**src/rtl/lpht_pkg.sv**
```systemverilog
// Shared types and constants for the linear-probing key table.
// No dependencies; used by rtl/linear_probe_hash_table.sv.
`default_nettype none

package lpht_pkg;

    // Table geometry: slot count must be a power of two (home slot is a mask)
    localparam int TABLE_SIZE = 16;
    localparam int IDX_W      = $clog2(TABLE_SIZE);
    localparam int CNT_W      = $clog2(TABLE_SIZE + 1);
    localparam int KEY_W      = 34;
    localparam int SLOT_W     = 6;

    typedef enum logic [1:0] {
        OP_INSERT = 2'd0,
        OP_SEARCH = 2'd1,
        OP_DELETE = 2'd2
    } op_t;

    typedef enum logic [1:0] {
        ST_DONE      = 2'd0,
        ST_NOT_FOUND = 2'd1,
        ST_FULL      = 2'd2,
        ST_ZERO_KEY  = 2'd3
    } status_t;

    typedef enum logic [1:0] {
        S_IDLE,
        S_SCAN,
        S_RESP
    } fsm_t;

    typedef struct packed {
        op_t               operation;
        logic [KEY_W-1:0]  key;
    } in_item_t;

    typedef struct packed {
        status_t           status;
        logic [SLOT_W-1:0] slot;
    } out_item_t;

endpackage : lpht_pkg

`default_nettype wire

```
**src/rtl/linear_probe_hash_table.sv**
```systemverilog
// Linear-probing key table: key memory, per-slot valid bits and probe control.
// Depends on rtl/lpht_pkg.sv.
// Undefined operations and zero keys skip the table; otherwise k slots are read,
// one per cycle, where k is 1 .. TABLE_SIZE (all slots for delete).
// One item in flight: the next is accepted the cycle after the result is loaded into
// the output register, which waits while it is full and m_ready is low. Reset clears
// the slot valid bits (all slots empty); the key memory itself is not cleared.
`default_nettype none

module linear_probe_hash_table (
    input  wire logic                 aclk,
    input  wire logic                 aresetn,
    input  wire logic                 s_valid,
    output logic                      s_ready,
    input  wire lpht_pkg::in_item_t   s_data,
    output logic                      m_valid,
    input  wire logic                 m_ready,
    output lpht_pkg::out_item_t       m_data
);

    // Key memory and slot valid bits
    logic [lpht_pkg::KEY_W-1:0]      mem [lpht_pkg::TABLE_SIZE];
    logic [lpht_pkg::TABLE_SIZE-1:0] valid_reg, valid_next;

    lpht_pkg::fsm_t                  state_reg, state_next;
    lpht_pkg::op_t                   op_reg, op_next;
    logic [lpht_pkg::KEY_W-1:0]      key_reg, key_next;

    // Probe issue side
    logic [lpht_pkg::IDX_W-1:0]      ptr_reg, ptr_next;
    logic [lpht_pkg::CNT_W-1:0]      cnt_reg, cnt_next;

    // Read data side (arrives the cycle after issue)
    logic [lpht_pkg::KEY_W-1:0]      rd_data_reg;
    logic                            rd_ent_vld_reg;
    logic [lpht_pkg::IDX_W-1:0]      rd_slot_reg;
    logic                            rd_live_reg, rd_live_next;
    logic                            rd_last_reg, rd_last_next;

    // Search/delete bookkeeping
    logic                            found_reg, found_next;
    logic [lpht_pkg::IDX_W-1:0]      first_reg, first_next;

    // Pending result and output register
    lpht_pkg::out_item_t             res_reg, res_next;
    logic                            m_valid_reg, m_valid_next;
    lpht_pkg::out_item_t             m_data_reg, m_data_next;

    // Datapath controls
    logic                            accept;
    logic                            early_done;
    logic                            issue;
    logic                            finish;
    logic                            wr_en;
    logic                            is_empty;
    logic                            is_match;
    logic                            out_free;

    assign s_ready = (state_reg == lpht_pkg::S_IDLE);
    assign accept  = s_valid && s_ready;
    assign m_valid = m_valid_reg;
    assign m_data  = m_data_reg;
    assign out_free = !m_valid_reg || m_ready;

    assign is_empty = !rd_ent_vld_reg;
    assign is_match = rd_ent_vld_reg && (rd_data_reg == key_reg);
    assign issue    = (state_reg == lpht_pkg::S_SCAN)
                   && (cnt_reg < lpht_pkg::CNT_W'(lpht_pkg::TABLE_SIZE));

    // Undefined operation or zero key need no table access
    always_comb begin
        early_done = 1'b0;
        if (!(s_data.operation == lpht_pkg::OP_INSERT
              || s_data.operation == lpht_pkg::OP_SEARCH
              || s_data.operation == lpht_pkg::OP_DELETE)) begin
            early_done = 1'b1;
        end else if (s_data.key == '0) begin
            early_done = 1'b1;
        end
    end

    // Next state
    always_comb begin
        state_next = state_reg;
        case (state_reg)
            lpht_pkg::S_IDLE: begin
                if (accept) begin
                    state_next = early_done ? lpht_pkg::S_RESP : lpht_pkg::S_SCAN;
                end
            end
            lpht_pkg::S_SCAN: begin
                if (finish) begin
                    state_next = lpht_pkg::S_RESP;
                end
            end
            lpht_pkg::S_RESP: begin
                if (out_free) begin
                    state_next = lpht_pkg::S_IDLE;
                end
            end
            default: state_next = lpht_pkg::S_IDLE;
        endcase
    end

    // Datapath and outputs
    always_comb begin
        op_next      = op_reg;
        key_next     = key_reg;
        ptr_next     = ptr_reg;
        cnt_next     = cnt_reg;
        found_next   = found_reg;
        first_next   = first_reg;
        res_next     = res_reg;
        valid_next   = valid_reg;
        m_valid_next = m_valid_reg;
        m_data_next  = m_data_reg;
        rd_live_next = 1'b0;
        rd_last_next = 1'b0;
        finish       = 1'b0;
        wr_en        = 1'b0;

        // Drop the output once taken
        if (m_valid_reg && m_ready) begin
            m_valid_next = 1'b0;
        end

        case (state_reg)
            lpht_pkg::S_IDLE: begin
                if (accept) begin
                    op_next    = s_data.operation;
                    key_next   = s_data.key;
                    cnt_next   = '0;
                    found_next = 1'b0;
                    first_next = '0;
                    // Insert probes from the home slot, the others scan from slot 0
                    if (s_data.operation == lpht_pkg::OP_INSERT) begin
                        ptr_next = s_data.key[lpht_pkg::IDX_W-1:0];
                    end else begin
                        ptr_next = '0;
                    end
                    res_next.slot = '0;
                    if (!(s_data.operation == lpht_pkg::OP_INSERT
                          || s_data.operation == lpht_pkg::OP_SEARCH
                          || s_data.operation == lpht_pkg::OP_DELETE)) begin
                        res_next.status = lpht_pkg::ST_NOT_FOUND;
                    end else begin
                        res_next.status = lpht_pkg::ST_ZERO_KEY;
                    end
                end
            end
            lpht_pkg::S_SCAN: begin
                // Issue one slot read per cycle, wrapping at the table end
                if (issue) begin
                    rd_live_next = 1'b1;
                    rd_last_next = (cnt_reg == lpht_pkg::CNT_W'(lpht_pkg::TABLE_SIZE - 1));
                    cnt_next     = cnt_reg + 1'b1;
                    if ({1'b0, ptr_reg} == lpht_pkg::CNT_W'(lpht_pkg::TABLE_SIZE - 1)) begin
                        ptr_next = '0;
                    end else begin
                        ptr_next = ptr_reg + 1'b1;
                    end
                end
                // Check the slot whose data has returned
                if (rd_live_reg) begin
                    case (op_reg)
                        lpht_pkg::OP_INSERT: begin
                            if (is_empty) begin
                                wr_en                   = 1'b1;
                                valid_next[rd_slot_reg] = 1'b1;
                                finish                  = 1'b1;
                                res_next.status         = lpht_pkg::ST_DONE;
                                res_next.slot           = lpht_pkg::SLOT_W'(rd_slot_reg);
                            end else if (rd_last_reg) begin
                                finish          = 1'b1;
                                res_next.status = lpht_pkg::ST_FULL;
                                res_next.slot   = '0;
                            end
                        end
                        lpht_pkg::OP_SEARCH: begin
                            if (is_match) begin
                                finish          = 1'b1;
                                res_next.status = lpht_pkg::ST_DONE;
                                res_next.slot   = lpht_pkg::SLOT_W'(rd_slot_reg);
                            end else if (rd_last_reg) begin
                                finish          = 1'b1;
                                res_next.status = lpht_pkg::ST_NOT_FOUND;
                                res_next.slot   = '0;
                            end
                        end
                        default: begin
                            // Delete: empty every match, report the lowest
                            if (is_match) begin
                                valid_next[rd_slot_reg] = 1'b0;
                                if (!found_reg) begin
                                    found_next = 1'b1;
                                    first_next = rd_slot_reg;
                                end
                            end
                            if (rd_last_reg) begin
                                finish = 1'b1;
                                if (found_reg || is_match) begin
                                    res_next.status = lpht_pkg::ST_DONE;
                                    res_next.slot   = found_reg
                                        ? lpht_pkg::SLOT_W'(first_reg)
                                        : lpht_pkg::SLOT_W'(rd_slot_reg);
                                end else begin
                                    res_next.status = lpht_pkg::ST_NOT_FOUND;
                                    res_next.slot   = '0;
                                end
                            end
                        end
                    endcase
                end
            end
            lpht_pkg::S_RESP: begin
                // Load the result once the output register is free
                if (out_free) begin
                    m_valid_next = 1'b1;
                    m_data_next  = res_reg;
                end
            end
            default: ;
        endcase
    end

    // Key memory: one write port, one registered read port
    always_ff @(posedge aclk) begin
        if (wr_en) begin
            mem[rd_slot_reg] <= key_reg;
        end
        rd_data_reg <= mem[ptr_reg];
    end

    // Control registers
    always_ff @(posedge aclk) begin
        if (!aresetn) begin
            state_reg   <= lpht_pkg::S_IDLE;
            valid_reg   <= '0;
            rd_live_reg <= 1'b0;
            m_valid_reg <= 1'b0;
        end else begin
            state_reg   <= state_next;
            valid_reg   <= valid_next;
            rd_live_reg <= rd_live_next;
            m_valid_reg <= m_valid_next;
        end
    end

    // Payload registers
    always_ff @(posedge aclk) begin
        op_reg         <= op_next;
        key_reg        <= key_next;
        ptr_reg        <= ptr_next;
        cnt_reg        <= cnt_next;
        found_reg      <= found_next;
        first_reg      <= first_next;
        res_reg        <= res_next;
        m_data_reg     <= m_data_next;
        rd_last_reg    <= rd_last_next;
        rd_slot_reg    <= ptr_reg;
        rd_ent_vld_reg <= valid_reg[ptr_reg];
    end

endmodule : linear_probe_hash_table

`default_nettype wire

```
**config.mk**
```make
export PLATFORM = sky130hd
export DESIGN_NAME = linear_probe_hash_table
export DESIGN_NICKNAME = d
export VERILOG_FILES = /design/src/rtl/lpht_pkg.sv /design/src/rtl/linear_probe_hash_table.sv
export SDC_FILE = /design/constraint.sdc
export NUM_CORES = 1
export LEC_CHECK = 0
export BUFFER_PORTS_ARGS = -buffer_cell sky130_fd_sc_hd__buf_2
export CORE_MARGIN = 4
export CORE_UTILIZATION = 30
export DETAILED_ROUTE_END_ITERATION = 10
export PLACE_DENSITY_LB_ADDON = 0.12
export REMOVE_ABC_BUFFERS = 1
export SYNTH_ARGS = -nofsm -noshare
export SYNTH_HDL_FRONTEND = slang
export SYNTH_SLANG_ARGS = --single-unit
```
**constraint.sdc**
```tcl
create_clock -name aclk -period 3 [get_ports aclk]
set_input_delay 0 -clock aclk [delete_from_list [all_inputs] [get_ports aclk]]
set_output_delay 0 -clock aclk [all_outputs]
set_load 0.03 [all_outputs]
```
==> impl_metrics.ini <==
[sta]
maxSlewHeadroom_pct = 55.2
rsz0062_at_grt = false
min_period_ns = 2.89
worst_pin_slew_ns = 0.672
clock.fmax_mhz = 346
whs_ns = 0.132
tns_ns = 0
finalSetupViolations = 0
fin_crit_sh_pct = 96.4
finalClockSkew_ns = 0.0215
slew_viol_final = 0
finalHoldViolCount = 0

[yosys]
synth_warnings = 0
postSynthAreaPerCell_um2 = 18.4
syn-cell-area_mm2 = 0.0254
synth_top_cell_by_area = edfxtp_1
netlist_top_cells_area = edfxtp_1, mux4_2, dfxtp_1
async_reset_ff_share_pct = 0
syn_inst = 1381
ys.flop_type = edfxtp_1
ys_ff_latch = 666
synth_edf_count = 606
yosysSeqAreaShare_pct = 76.4
yosysTopAreaCellShare_pct = 71.7
yosys.cell_types.count = 51

[pwr]
power.density_mw_per_mm2 = 902
max-vdd-ir-drop_mv = 0.560
total_power_mw = 27.6
leakage_nw = 10.1

[final_layout]
layout_commonest_cell = edfxtp_1
area_growth_pct = 20.6
nets = 1618
fillerInstances = 7906
diodes = 0
layout_common_cells = edfxtp_1, mux2i_1, clkbuf_16
fin_area_mm2 = 0.0306
fin_cells = 2767
largest_reg_flops = 544
drive_above_1_share_pct = 23.6

[clocking]
cts_max_path_buffers = 3
cts_tree = done
clkSinkCount = 666
cts_buffers = 75
clk_latency_ns = 0.61
clkSlewWorstSetupHoldPaths_ns = 0.06
ctsRootBufferMaster = clkbuf_16
htreeDepth = 3

[floorplan]
fp.dieH_um = 299
dieArea_mm2 = 0.0894
num_rows = 106
core_area_mm2 = 0.0838
fp.dieW_um = 299
pin_count = 50
initial_core_util_pct = 30.3

[setup_path]
path_class = input port to flop
crit_path_end = state_reg[0]
timing.rr.end = state_reg[0]
start_kind = input port
crit_start = s_data[18]
critPathCaptureType = flop
r2r_slack_ns = 0.22
worstPathArrival_ns = 3.39
reg2regPathDepth = 9
r2r-start = key_reg[18]
cp_max_fo = 2
required_ns = 3.49

[route]
vias_per_cell = 4.84
first_pass_iters = 5
vias = 13400
avgRoutedWirePerCell_um = 25.0
wirelength_um = 69200
drc = 0
antenna_left = 0
drt_iter0_drc = 1053

[global_routing]
grt_max_degree = 73
grt_pass1_vias = 13900
overflow = 0
grt_use_total_pct = 15.5
antenna_found_initial = 1
grt_pass1_wl_um = 100000

[flow_run]
drv_cap = 0

[min_path]
min-delay-start = s_data[17]
hp-class = input port to flop

[placed_design]
portBuffers = 47
place_area_mm2 = 0.0278
placedCellCount = 2590
hpwl_um = 41200
globalplace.congestion = 0.760

[run_status]
status = completed
==> kinds of logic after synthesis <==
group	count (synthesis)	share of synthesized area, %
compound gates	231	5.82
xor+xnor	31	1.07
fa+ha+maj	3	0.148
buf+inv	82	1.54
flops	666	76.4
mux	210	11.9
other cells	1	0.0148
simple gates	157	3.14
==> through the flow <==
stage	worst slack [ns]	utilization, %
2_1_floorplan	-5.22	-
3_3_place_gp	-0.0523	33.1
3_5_place_dp	0.00478	33.1
4_1_cts	0.0275	36.5
5_1_grt	0.0308	36.5
6_report	0.107	36.5
==> worst min-delay path by stage <==
stage	to	cells after the start	slack (ns)
after floorplan	key_reg[0]	0	0.1
after global placement	key_reg[17]	1	0.19
after detailed placement	key_reg[17]	1	0.20
after CTS	key_reg[17]	2	0.10
after global routing	key_reg[17]	2	0.11
final	key_reg[17]	2	0.13
==> power by group <==
group	total, mW	leakage, nW	switching (mW)	internal, mW
logic	7.03	2.99	4.24	2.79
registers	11.6	5.98	0.494	11.1
clock network	9.00	1.18	3.63	5.36
total	27.6	10.1	8.37	19.3
==> cell type report <==
cell class,instances,area (µm²),share of cell area (%)
sequential,666,19400,63.3
multi-input combinational,634,5760,18.8
clock buffer,105,2120,6.93
timing repair buffer,182,1580,5.16
tap,1134,1420,4.63
clock inverter,30,288,0.940
inverter,16,60.1,0.196
==> what timing repair did <==
| item | CTS | global route |
|---|---|---|
| setup buffers | 0 | 0 |
| endpoints found under the setup margin | 6 | 7 |
| hold endpoints to repair | 62 | 0 |
| gates resized for setup | 1 | 3 |
| hold buffers | 42 | 0 |
==> layer usage <==
metal	track usage (%)	up-vias	wire, µm
met5	0	-	0
met4	3.86	0	1500
met3	2.83	102	3010
met2	24.7	316	32100
met1	22.0	7021	32600
li1	-	5950	-
==> cell usage after synthesis (16+ instances only) <==
cell and n:
edfxtp_1 606, mux2i_1 112, o21ai_0 76, nand2_1 72, mux4_2 70, dfxtp_1 60, a21oi_1 53, clkbuf_1 37
a221oi_1 36, a22oi_1 36, nor2_1 29, mux2_2 28, xor2_1 17, buf_4 16
==> critical path: stages <==
cell and delay (ns):
dlygate4sd3_1 0.53, buf_2 0.19, nor4_1 0.52, buf_4 0.22
nand3_1 0.07, nor3_1 0.22, buf_4 0.18, a2111oi_0 0.09
a31oi_1 0.18, dlygate4sd3_1 0.56, o21ai_0 0.07, dlygate4sd3_1 0.55
No activity file was read; power rests on OpenSTA's default activity.
